`src/hdl/acs_pkg.sv`:
```
`timescale 1ns / 1ps
// ----------------------------------------------------------------------------
// acs_pkg
// Shared types and constants for the auto contrast stretch unit.
// ----------------------------------------------------------------------------
package acs_pkg;

  localparam int CmdW   = 2;
  localparam int ByteW  = 8;
  localparam int GainW  = 14;
  localparam int ShiftQ = 5;

  typedef enum logic [CmdW-1:0] {
    CMD_MEASURE = 2'd0,
    CMD_GAIN    = 2'd1,
    CMD_STRETCH = 2'd2,
    CMD_NONE    = 2'd3
  } cmd_t;

  localparam logic [GainW-1:0] GainNum  = 14'd10608;
  localparam logic [GainW-1:0] UnitGain = 14'd32;
  localparam logic [ByteW-1:0] MinReset = 8'd255;
  localparam logic [ByteW-1:0] MaxReset = 8'd0;
  localparam logic [ByteW-1:0] Range100 = 8'd100;
  localparam logic [ByteW-1:0] Range200 = 8'd200;
  localparam logic [ByteW-1:0] ByteMax  = 8'd255;

  localparam int QueueDepth = 2;
  localparam int QueuePtrW  = 1;
  localparam int QueueCntW  = 2;
  localparam int DivCntW    = 4;
  localparam logic [DivCntW-1:0] DivLast = 4'(GainW - 1);

  typedef struct packed {
    cmd_t             cmd;
    logic [ByteW-1:0] red;
    logic [ByteW-1:0] green;
    logic [ByteW-1:0] blue;
  } item_t;

  typedef struct packed {
    logic  valid;
    item_t item;
  } queue_head_t;

endpackage

```
`src/hdl/acs_if.sv`:
```
`timescale 1ns / 1ps
// ----------------------------------------------------------------------------
// acs_in_if / acs_out_if
// Pixel command channel and result channel, valid/ready handshake.
// ----------------------------------------------------------------------------
interface acs_in_if;
  logic       valid;
  logic       ready;
  logic [1:0] cmd;
  logic [7:0] in_red;
  logic [7:0] in_green;
  logic [7:0] in_blue;

  modport source (output valid, cmd, in_red, in_green, in_blue, input ready);
  modport sink   (input valid, cmd, in_red, in_green, in_blue, output ready);
endinterface

interface acs_out_if;
  logic        valid;
  logic        ready;
  logic [7:0]  out_red;
  logic [7:0]  out_green;
  logic [7:0]  out_blue;
  logic [7:0]  found_min;
  logic [7:0]  found_max;
  logic [13:0] gain_q5;
  logic        flat;

  modport source (output valid, out_red, out_green, out_blue, found_min, found_max,
                  gain_q5, flat, input ready);
  modport sink   (input valid, out_red, out_green, out_blue, found_min, found_max,
                  gain_q5, flat, output ready);
endinterface

```
`src/hdl/acs_front.sv`:
```
`timescale 1ns / 1ps
// ----------------------------------------------------------------------------
// acs_front
// Accepts command transactions, drops unused commands, queues the rest.
// ----------------------------------------------------------------------------
module acs_front (
  input  logic                clk,
  input  logic                rst,
  acs_in_if.sink              pix_in,
  output acs_pkg::queue_head_t head,
  input  logic                pop
);

  acs_pkg::item_t                   mem [acs_pkg::QueueDepth];
  logic [acs_pkg::QueuePtrW-1:0]    wr_ptr;
  logic [acs_pkg::QueuePtrW-1:0]    rd_ptr;
  logic [acs_pkg::QueueCntW-1:0]    count;
  logic                             push;
  logic                             do_pop;
  acs_pkg::item_t                   in_item;

  assign in_item.cmd   = acs_pkg::cmd_t'(pix_in.cmd);
  assign in_item.red   = pix_in.in_red;
  assign in_item.green = pix_in.in_green;
  assign in_item.blue  = pix_in.in_blue;

  assign pix_in.ready = (count != acs_pkg::QueueCntW'(acs_pkg::QueueDepth));
  assign push   = pix_in.valid && pix_in.ready && (in_item.cmd != acs_pkg::CMD_NONE);
  assign do_pop = pop && (count != '0);

  assign head.valid = (count != '0);
  assign head.item  = mem[rd_ptr];

  always_ff @(posedge clk) begin
    if (push) begin
      mem[wr_ptr] <= in_item;
    end
  end

  always_ff @(posedge clk) begin
    if (rst) begin
      wr_ptr <= '0;
      rd_ptr <= '0;
      count  <= '0;
    end else begin
      if (push) begin
        wr_ptr <= wr_ptr + 1'b1;
      end
      if (do_pop) begin
        rd_ptr <= rd_ptr + 1'b1;
      end
      unique case ({push, do_pop})
        2'b10:   count <= count + 1'b1;
        2'b01:   count <= count - 1'b1;
        default: count <= count;
      endcase
    end
  end

endmodule

```
`src/hdl/acs_back.sv`:
```
`timescale 1ns / 1ps
// ----------------------------------------------------------------------------
// acs_back
// Executes queued commands: min/max measure, serial gain divide, stretch.
// ----------------------------------------------------------------------------
module acs_back (
  input  logic                 clk,
  input  logic                 rst,
  input  acs_pkg::queue_head_t head,
  output logic                 pop,
  acs_out_if.source            pix_out
);

  typedef enum logic [1:0] {
    S_IDLE,
    S_STRETCH,
    S_DIVIDE,
    S_GAIN_OUT
  } state_t;

  localparam int ProdW = acs_pkg::ByteW + acs_pkg::GainW;

  state_t                        state;
  logic [acs_pkg::ByteW-1:0]     measured_min;
  logic [acs_pkg::ByteW-1:0]     measured_max;
  logic [acs_pkg::GainW-1:0]     gain;
  logic [acs_pkg::ByteW-1:0]     black_level;

  logic [acs_pkg::ByteW-1:0]     black_pend;
  logic                          flat_pend;
  logic [acs_pkg::ByteW-1:0]     divisor;
  logic [acs_pkg::ByteW-1:0]     rem;
  logic [acs_pkg::GainW-1:0]     dividend;
  logic [acs_pkg::GainW-1:0]     quot;
  logic [acs_pkg::DivCntW-1:0]   bit_cnt;
  logic [ProdW-1:0]              prod_r;
  logic [ProdW-1:0]              prod_g;
  logic [ProdW-1:0]              prod_b;

  logic                          out_free;
  logic                          load_out;
  logic [acs_pkg::ByteW-1:0]     min_next;
  logic [acs_pkg::ByteW-1:0]     max_next;
  logic [acs_pkg::ByteW:0]       range_s;
  logic [acs_pkg::ByteW-1:0]     range_abs;
  logic [acs_pkg::ByteW-1:0]     adj;
  logic [acs_pkg::ByteW:0]       rem_trial;
  logic                          rem_ge;
  logic [acs_pkg::ByteW-1:0]     st_r;
  logic [acs_pkg::ByteW-1:0]     st_g;
  logic [acs_pkg::ByteW-1:0]     st_b;

  function automatic logic [acs_pkg::ByteW-1:0] byte_min3(
    input logic [acs_pkg::ByteW-1:0] a, b, c, d);
    logic [acs_pkg::ByteW-1:0] m;
    m = a;
    if (b < m) m = b;
    if (c < m) m = c;
    if (d < m) m = d;
    return m;
  endfunction

  function automatic logic [acs_pkg::ByteW-1:0] byte_max3(
    input logic [acs_pkg::ByteW-1:0] a, b, c, d);
    logic [acs_pkg::ByteW-1:0] m;
    m = a;
    if (b > m) m = b;
    if (c > m) m = c;
    if (d > m) m = d;
    return m;
  endfunction

  function automatic logic [ProdW-1:0] chan_prod(
    input logic [acs_pkg::ByteW-1:0] c,
    input logic [acs_pkg::ByteW-1:0] blk,
    input logic [acs_pkg::GainW-1:0] g);
    logic [acs_pkg::ByteW-1:0] diff;
    diff = (c > blk) ? (c - blk) : '0;
    return ProdW'(diff) * ProdW'(g);
  endfunction

  function automatic logic [acs_pkg::ByteW-1:0] chan_clamp(input logic [ProdW-1:0] p);
    logic [ProdW-acs_pkg::ShiftQ-1:0] s;
    s = p[ProdW-1:acs_pkg::ShiftQ];
    return (|s[ProdW-acs_pkg::ShiftQ-1:acs_pkg::ByteW]) ? acs_pkg::ByteMax
                                                        : s[acs_pkg::ByteW-1:0];
  endfunction

  assign out_free = !pix_out.valid || pix_out.ready;
  assign load_out = ((state == S_STRETCH) || (state == S_GAIN_OUT)) && out_free;
  assign pop      = (state == S_IDLE) && head.valid;

  assign min_next = byte_min3(measured_min, head.item.red, head.item.green, head.item.blue);
  assign max_next = byte_max3(measured_max, head.item.red, head.item.green, head.item.blue);

  assign range_s   = {1'b0, measured_max} - {1'b0, measured_min};
  assign range_abs = range_s[acs_pkg::ByteW] ? (measured_min - measured_max)
                                             : range_s[acs_pkg::ByteW-1:0];
  assign adj = (range_abs >= acs_pkg::Range200) ? 8'd2 :
               (range_abs >= acs_pkg::Range100) ? 8'd1 : 8'd0;

  assign rem_trial = {rem, dividend[acs_pkg::GainW-1]};
  assign rem_ge    = (rem_trial >= {1'b0, divisor});

  assign st_r = chan_clamp(prod_r);
  assign st_g = chan_clamp(prod_g);
  assign st_b = chan_clamp(prod_b);

  always_ff @(posedge clk) begin
    if (rst) begin
      state         <= S_IDLE;
      measured_min  <= acs_pkg::MinReset;
      measured_max  <= acs_pkg::MaxReset;
      gain          <= acs_pkg::UnitGain;
      black_level   <= '0;
      pix_out.valid <= 1'b0;
    end else begin
      if (load_out) begin
        pix_out.valid <= 1'b1;
      end else if (pix_out.valid && pix_out.ready) begin
        pix_out.valid <= 1'b0;
      end
      unique case (state)
        S_IDLE: begin
          if (head.valid) begin
            unique case (head.item.cmd)
              acs_pkg::CMD_MEASURE: begin
                measured_min <= min_next;
                measured_max <= max_next;
              end
              acs_pkg::CMD_GAIN: begin
                black_pend <= range_s[acs_pkg::ByteW] ? (measured_min - adj)
                                                      : (measured_min + adj);
                divisor    <= range_s[acs_pkg::ByteW-1:0];
                rem        <= '0;
                dividend   <= acs_pkg::GainNum;
                bit_cnt    <= '0;
                if (range_s[acs_pkg::ByteW] || (range_s == '0)) begin
                  flat_pend <= 1'b1;
                  quot      <= acs_pkg::GainNum;
                  state     <= S_GAIN_OUT;
                end else begin
                  flat_pend <= 1'b0;
                  state     <= S_DIVIDE;
                end
              end
              acs_pkg::CMD_STRETCH: begin
                prod_r <= chan_prod(head.item.red, black_level, gain);
                prod_g <= chan_prod(head.item.green, black_level, gain);
                prod_b <= chan_prod(head.item.blue, black_level, gain);
                state  <= S_STRETCH;
              end
              default: begin
              end
            endcase
          end
        end
        S_STRETCH: begin
          if (out_free) begin
            pix_out.out_red   <= st_r;
            pix_out.out_green <= st_g;
            pix_out.out_blue  <= st_b;
            pix_out.found_min <= '0;
            pix_out.found_max <= '0;
            pix_out.gain_q5   <= '0;
            pix_out.flat      <= 1'b0;
            state             <= S_IDLE;
          end
        end
        S_DIVIDE: begin
          rem      <= rem_ge ? acs_pkg::ByteW'(rem_trial - {1'b0, divisor})
                             : rem_trial[acs_pkg::ByteW-1:0];
          quot     <= {quot[acs_pkg::GainW-2:0], rem_ge};
          dividend <= {dividend[acs_pkg::GainW-2:0], 1'b0};
          bit_cnt  <= bit_cnt + 1'b1;
          if (bit_cnt == acs_pkg::DivLast) begin
            state <= S_GAIN_OUT;
          end
        end
        S_GAIN_OUT: begin
          if (out_free) begin
            pix_out.out_red   <= '0;
            pix_out.out_green <= '0;
            pix_out.out_blue  <= '0;
            pix_out.found_min <= measured_min;
            pix_out.found_max <= measured_max;
            pix_out.gain_q5   <= quot;
            pix_out.flat      <= flat_pend;
            gain              <= quot;
            black_level       <= black_pend;
            measured_min      <= acs_pkg::MinReset;
            measured_max      <= acs_pkg::MaxReset;
            state             <= S_IDLE;
          end
        end
        default: state <= S_IDLE;
      endcase
    end
  end

endmodule

```
`src/hdl/auto_contrast_stretch_unit.sv`:
```
`timescale 1ns / 1ps
// Measure updates the levels when popped; stretch goes through product and
//   output registers; gain runs a 14-step serial divider, skipped when flat.
// Throughput: measure 1 item/cycle; stretch/gain block new items until loaded.
// Reset (rst, synchronous): queue empty, min 255, max 0, gain 32, black level 0.
// Two-entry input queue decouples the command channel from execution.
// ----------------------------------------------------------------------------
// auto_contrast_stretch_unit
// Min/max contrast stretch of RGB pixels with Q5 gain computation.
// ----------------------------------------------------------------------------
module auto_contrast_stretch_unit (
  input  logic       clk,
  input  logic       rst,
  acs_in_if.sink     pix_in,
  acs_out_if.source  pix_out
);

  acs_pkg::queue_head_t head;
  logic                 pop;

  acs_front u_front (
    .clk    (clk),
    .rst    (rst),
    .pix_in (pix_in),
    .head   (head),
    .pop    (pop)
  );

  acs_back u_back (
    .clk     (clk),
    .rst     (rst),
    .head    (head),
    .pop     (pop),
    .pix_out (pix_out)
  );

endmodule

```
`src/flat_wrapper.sv`:
```
// flat-port wrapper written by rule: the top's interface ports become plain ports
module auto_contrast_stretch_unit_flat 
  (clk, rst, pix_in_valid, pix_in_cmd, pix_in_in_red, pix_in_in_green, pix_in_in_blue, pix_in_ready, pix_out_valid, pix_out_out_red, pix_out_out_green, pix_out_out_blue, pix_out_found_min, pix_out_found_max, pix_out_gain_q5, pix_out_flat, pix_out_ready);
  acs_in_if pix_in_i ();
  acs_out_if pix_out_i ();
  input  logic clk;
  input  logic rst;
  input wire logic [$bits(pix_in_i.valid)-1:0] pix_in_valid;
  input wire logic [$bits(pix_in_i.cmd)-1:0] pix_in_cmd;
  input wire logic [$bits(pix_in_i.in_red)-1:0] pix_in_in_red;
  input wire logic [$bits(pix_in_i.in_green)-1:0] pix_in_in_green;
  input wire logic [$bits(pix_in_i.in_blue)-1:0] pix_in_in_blue;
  output wire logic [$bits(pix_in_i.ready)-1:0] pix_in_ready;
  output wire logic [$bits(pix_out_i.valid)-1:0] pix_out_valid;
  output wire logic [$bits(pix_out_i.out_red)-1:0] pix_out_out_red;
  output wire logic [$bits(pix_out_i.out_green)-1:0] pix_out_out_green;
  output wire logic [$bits(pix_out_i.out_blue)-1:0] pix_out_out_blue;
  output wire logic [$bits(pix_out_i.found_min)-1:0] pix_out_found_min;
  output wire logic [$bits(pix_out_i.found_max)-1:0] pix_out_found_max;
  output wire logic [$bits(pix_out_i.gain_q5)-1:0] pix_out_gain_q5;
  output wire logic [$bits(pix_out_i.flat)-1:0] pix_out_flat;
  input wire logic [$bits(pix_out_i.ready)-1:0] pix_out_ready;
  assign pix_in_i.valid = pix_in_valid;
  assign pix_in_i.cmd = pix_in_cmd;
  assign pix_in_i.in_red = pix_in_in_red;
  assign pix_in_i.in_green = pix_in_in_green;
  assign pix_in_i.in_blue = pix_in_in_blue;
  assign pix_in_ready = pix_in_i.ready;
  assign pix_out_valid = pix_out_i.valid;
  assign pix_out_out_red = pix_out_i.out_red;
  assign pix_out_out_green = pix_out_i.out_green;
  assign pix_out_out_blue = pix_out_i.out_blue;
  assign pix_out_found_min = pix_out_i.found_min;
  assign pix_out_found_max = pix_out_i.found_max;
  assign pix_out_gain_q5 = pix_out_i.gain_q5;
  assign pix_out_flat = pix_out_i.flat;
  assign pix_out_i.ready = pix_out_ready;
  auto_contrast_stretch_unit u_core (.clk(clk), .rst(rst), .pix_in(pix_in_i), .pix_out(pix_out_i));
endmodule
```
`config.mk`:
```
export PLATFORM = sky130hd
export DESIGN_NAME = auto_contrast_stretch_unit_flat
export DESIGN_NICKNAME = d
export VERILOG_FILES = /design/src/hdl/acs_pkg.sv /design/src/hdl/acs_if.sv /design/src/hdl/acs_front.sv /design/src/hdl/acs_back.sv /design/src/hdl/auto_contrast_stretch_unit.sv /design/src/flat_wrapper.sv
export SDC_FILE = /design/constraint.sdc
export NUM_CORES = 1
export LEC_CHECK = 0
export BUFFER_PORTS_ARGS = -buffer_cell sky130_fd_sc_hd__buf_2
export CAP_MARGIN = 20
export CELL_PAD_IN_SITES_DETAIL_PLACEMENT = 0
export CELL_PAD_IN_SITES_GLOBAL_PLACEMENT = 2
export CORE_UTILIZATION = 45
export DETAILED_ROUTE_END_ITERATION = 10
export GPL_ROUTABILITY_DRIVEN = 0
export PLACE_DENSITY_LB_ADDON = 0.1
export SYNTH_ARGS = -nofsm -noshare
export SYNTH_HDL_FRONTEND = slang
export SYNTH_SLANG_ARGS = --single-unit
```
`constraint.sdc`:
```
create_clock -name clk -period 12.39 [get_ports clk]
set_clock_uncertainty 0.05 [all_clocks]
set_input_delay 1.8585 -clock clk [delete_from_list [all_inputs] [get_ports clk]]
set_output_delay 1.8585 -clock clk [all_outputs]
set_load 0.03 [all_outputs]
```
# Yosys cells after proc, flatten, opt, wreduce, memory -nomap -nowiden
# Memories as Yosys holds them, arrays and structs flattened. A register that Yosys moved wholly into a read port is not among the register bits.
# Cells that the tools add are included.
# classes
n_mul	3
addsub	13
n_lt_le_gt_ge	12
reduce_logical	31
n_bitwise	1
mux	68
eq_ne	19
# ops
operator	n
8-bit 2-to-1 mux	28
8-bit one-hot mux with 2 select lines	8
14-bit 2-to-1 mux	7
14-bit one-hot mux with 2 select lines	3
8-bit by 14-bit multiplier with 22-bit output	3
8-bit greater-than comparator	6
8-bit subtractor	5
9-bit OR reduction	3
8-bit < comparator	3
4-bit AND reduction	6
2-bit != test (second input constant)	6
2-bit nonzero test	6
1-bit 2-to-1 mux	11
9-bit by 8-bit >= comparator with 1-bit output	1
9-bit logical NOT	1
8-bit by 8-bit subtractor with 9-bit output	1
8-bit by 2-bit adder with 8-bit output	1
2-bit equality test (second input constant)	4
8-bit by 7-bit >= comparator with 1-bit output (second input constant)	1
8-bit >= comparator (second input constant)	1
2-bit 2-to-1 mux	4
4-bit 2-to-1 mux	2
2-bit by 1-bit != test with 1-bit output (second input constant)	4
2-bit one-hot mux with 2 select lines	2
other kinds (19)	30
# totals
n_memories	1
regBits	223
ramBits	52
out_inout_bits	57
in_bits	30
# mem_list
memory	words	width	read_ports	rd_clocked_by_memory_dff	wr	line	source
u_core.u_front.mem	2	26	1	1	1	acs_front.sv:14	acs_pkg::item_t mem [acs_pkg::QueueDepth];

# Logic depth before layout (Yosys ltp)
# logic_depth
depth_word	9
depth_mapped	33
depth_no_buf	31

# Modules after synthesis
# A second synthesis with hierarchy kept.
# unflattened
cells_unflattened	2419
area_unflattened_um2	24065.6
# by_module_without_submodules
mod	cells_per_inst	area_per_inst_um2	seq_area_each_um2	n_inst
acs_back	2312	21966.1	5595.4	1
acs_front	107	2099.5	1661.6	1

# Least setup slack after synthesis
# Ideal clock, no wire load.
# synth_path
kind	register to register
from	register with a tool-made name
to	register u_core.u_back.prod_g[21] (data pin)
setup_slack_ns	4.932
path_stages_with_launch	34
setup_time_ns	0.260
required_ns	12.080
arrival_time_ns	7.148
synth_period_minus_slack_ns	7.458
n_path_buf	4
cell_sequence	dfxtp_1 buf_6 clkbuf_1 buf_2 mux2i_1 inv_1 ha_1 nor2b_1 o21ai_0 a21oi_1 o21ai_0 nand2b_1 a21o_1 a21oi_1 xnor2_1 clkbuf_1 nand3_1 fa_1 fa_1 inv_1 fa_1 inv_1 fa_1 inv_1 ha_1 a21o_1 a21oi_1 nand3_1 o21ai_1 o21a_1 o21ai_1 nor4_1 nor3_1 xnor2_1
# synth_rtl
element	line	source
end signal, assigned	acs_back.sv:149	prod_g <= chan_prod(head.item.green, black_level, gain);
end, declared	acs_back.sv:37	logic [ProdW-1:0] prod_g;

==> out/qor.yml <==
run_status:
  status: "complete, no violations"
critical_path:
  r2r_end: "u_core.u_back.prod_g[21]"
  cp_common_cell: "fa_1"
  cp_max_fo: 32
  max_stage_delay_ns: 0.74
  cp-end-kind: "flop"
  start_kind: "flop"
  slowest_stage: "nor2_1"
  rr_worst_depth: 26
  worstSetupPathType: "flop to flop"
  worst_ep_required_time_ns: 12.67
  ff2ff_setup_slack_ns: 4.27
  worstPathArrival_ns: 8.40
routing:
  wl_um: 55700
  viasPerCell: 5.19
  wl_met1_um: 27300
  wl_met2_um: 25500
  met3_length_um: 2020
  first_pass_iters: 5
  vias: 16000
  drc: 0
  highest_layer: "met4"
  wl_per_cell_um: 18.1
  drt_iter0_drc: 783
  ant_nets: 0
power_and_ir_drop:
  vdd_drop_max_mv: 0.137
  power_frac_clock_pct: 24.4
  power_switching_share_pct: 40.4
  p_per_area_nw_per_um2: 156
  leakagePower_nw: 11.8
  net-switching-power_mw: 1.61
  p_int_mw: 2.38
  comb_power_share_pct: 47.0
  power_frac_seq_pct: 28.6
synth:
  ys_seq_area_share_pct: 31.1
  synth-async-reset-ratio_pct: 0
  synth_warnings: 0
  ys_types: 69
  syn_avg_cell_area_um2: 10.1
  ys.flop_type: "edfxtp_1"
  ys_ff_latch: 257
  synthCells: 2305
  synth_edf_count: 211
  syn_area_um2: 23300
  synth_area_leader_cell: "edfxtp_1"
  syn_nets: 2774
  netlist.area_leader.share_pct: 27.2
  synth.area.top_cells: "edfxtp_1 27%, fa_1 19%, ha_1 12%"
cells_and_area:
  area_delta_synth_final_pct: 9.97
  final_cell_mix: "333 x inv_1, 236 x and2_1, 220 x fa_1, 219 x ha_1, 211 x edfxtp_1"
  layout-drive-gt1-share_pct: 9.24
  final_common_cell: "inv_1"
  n_fill_cell: 4758
  nets: 2838
cts:
  clockBufferDepth: 3
  postCtsSetupBuffers: 0
  clock-sinks: 257
  cts_tree: "built"
  post_cts_hold_buffer_count: 0
  clkTransAtPathRegs_ns: 0.06
  cts.htree.levels: 1
  clk_latency_ns: 0.59
  cts_resized: 0
  cts_made_buffers: 31
  clockRootBuffer: "clkbuf_16"
global_routing:
  overflow: 0
  grt_usage_pct: 21.6
  grt_pass1_vias: 16500
  antenna_found_initial: 0
  grt_pass1_wl_um: 89900
  grt_max_degree: 52
sta:
  timing.fmax_mhz: 123
  grt_setup_unrepaired: "false"
  tightest_slew_ns: 1.15
  slew_headroom_pct: 23.1
  tns_ns: 0
  setup_viol: 0
  hold_viol: 0
  period_minus_slack_ns: 8.12
  slew_viol_final: 0
  whs_ns: 0.411
  post-route-period-util_pct: 65.6
flow_run:
  maxCapViolCount: 0
die:
  die_area_um2: 52700
  rows: 83
  dieWidth_um: 230
  ios: 87
  die_y_um: 230
  start_util_pct: 45.5
  design.core.area_um2: 51200
place:
  dp_hpwl_um: 42000
  port_buffers: 86
hold_path:
  hold_start: "u_core.u_back.black_level[2]"
  hold-path-endpoint: "u_core.u_back.black_level[2]"
  hp-class: "flop to flop"
  min_path_cells: 2
==> logic make-up after synthesis <==
kind of cell,after synthesis,share of synthesized area [%]
AND/OR/NAND/NOR,745,16.9
adder cells (fa/ha/maj),439,30.7
buffers and inverters,421,6.87
AO/OA/AOI/OAI,303,8.63
flip-flops,257,31.1
XOR/XNOR,84,3.16
multiplexers,56,2.69
==> routing by layer <==
layer  track usage [%]  up-vias
met5                 0        -
met4              4.42        0
met2              35.1      269
met3              2.35       52
li1                  -     7785
met1              31.0     7861
==> metrics by stage <==
stage / cells / power (mW) / instance area (um^2) / util [%] / setup slack [ns]
after floorplan: 2305 / 2.50 / 23300 / - / 4.93
after global placement: 3013 / 3.01 / 24500 / 47.9 / 4.15
after detailed placement: 3015 / 3.03 / 24500 / 47.9 / 4.26
after CTS: 3072 / 4.02 / 25600 / 50.0 / 4.22
after global routing: 3073 / 4.27 / 25600 / 50.1 / 3.68
final: 3075 / 3.99 / 25600 / 50.1 / 4.27
==> area by class of cell <==
| type | count | area, um^2 | share of cell area [%] |
|---|---|---|---|
| Sequential cell | 257 | 7260 | 28.3 |
| Clock buffer | 40 | 830 | 3.24 |
| Antenna cell | 2 | 5.00 | 0.0195 |
| Inverter | 333 | 1250 | 4.88 |
| Tap cell | 680 | 851 | 3.32 |
| Clock inverter | 17 | 269 | 1.05 |
| Multi-Input combinational cell | 1627 | 14500 | 56.6 |
| Timing Repair Buffer | 119 | 676 | 2.64 |
==> cells in the mapped netlist, types with 46 or more instances <==
cell	count
a21oi_1	79
and2_1	236
and3_1	65
clkbuf_1	78
dfxtp_1	46
edfxtp_1	211
fa_1	220
ha_1	219
inv_1	333
nand2_1	138
nor2_1	133
o21ai_0	49
xnor2_1	64
==> sequential cells by signal (all words and copies together) (netlist names), 10 cells and up, named ones only <==
signal	flops
u_core.u_back.prod_g	17
u_core.u_back.prod_r	17
u_core.u_back.dividend	10
u_core.u_back.prod_b	17
u_core.u_back.quot	14
u_core.u_back.gain	14
u_core.u_front.mem	52
u_core.u_back.pix_out.gain_q5	14
==> worst max path at each step <==
stage | from | slack (ns) | end
floorplan | flop | 4.93 | u_core.u_back.prod_g[21]
global placement | flop | 4.15 | u_core.u_back.prod_b[21]
detailed placement | flop | 4.26 | u_core.u_back.prod_g[21]
CTS | flop | 4.22 | u_core.u_back.prod_g[21]
global route | flop | 3.68 | u_core.u_back.prod_g[21]
finish | flop | 4.27 | u_core.u_back.prod_g[21]
==> power by group through the flow <==
stage               Sequential, mW  Combinational (mW)  Clock [mW]
floorplan                     1.14                1.35           0
detailed placement            1.16                1.87           0
finish                        1.14                1.88       0.972
global placement              1.16                1.85           0
global route                  1.15                2.09        1.03
CTS                           1.14                1.88       0.997
==> critical path, delay by kind of cell, from the launching register on <==
family	cells	cell delay, ns
adder cells (fa/ha/maj)	7	3.07
XOR/XNOR	1	0.13
AO/OA/AOI/OAI	7	1.45
multiplexers	1	0.30
buffers and inverters	3	0.50
AND/OR/NAND/NOR	7	2.02
flip-flops	1	0.31
Power figures use the tool's default switching activity.
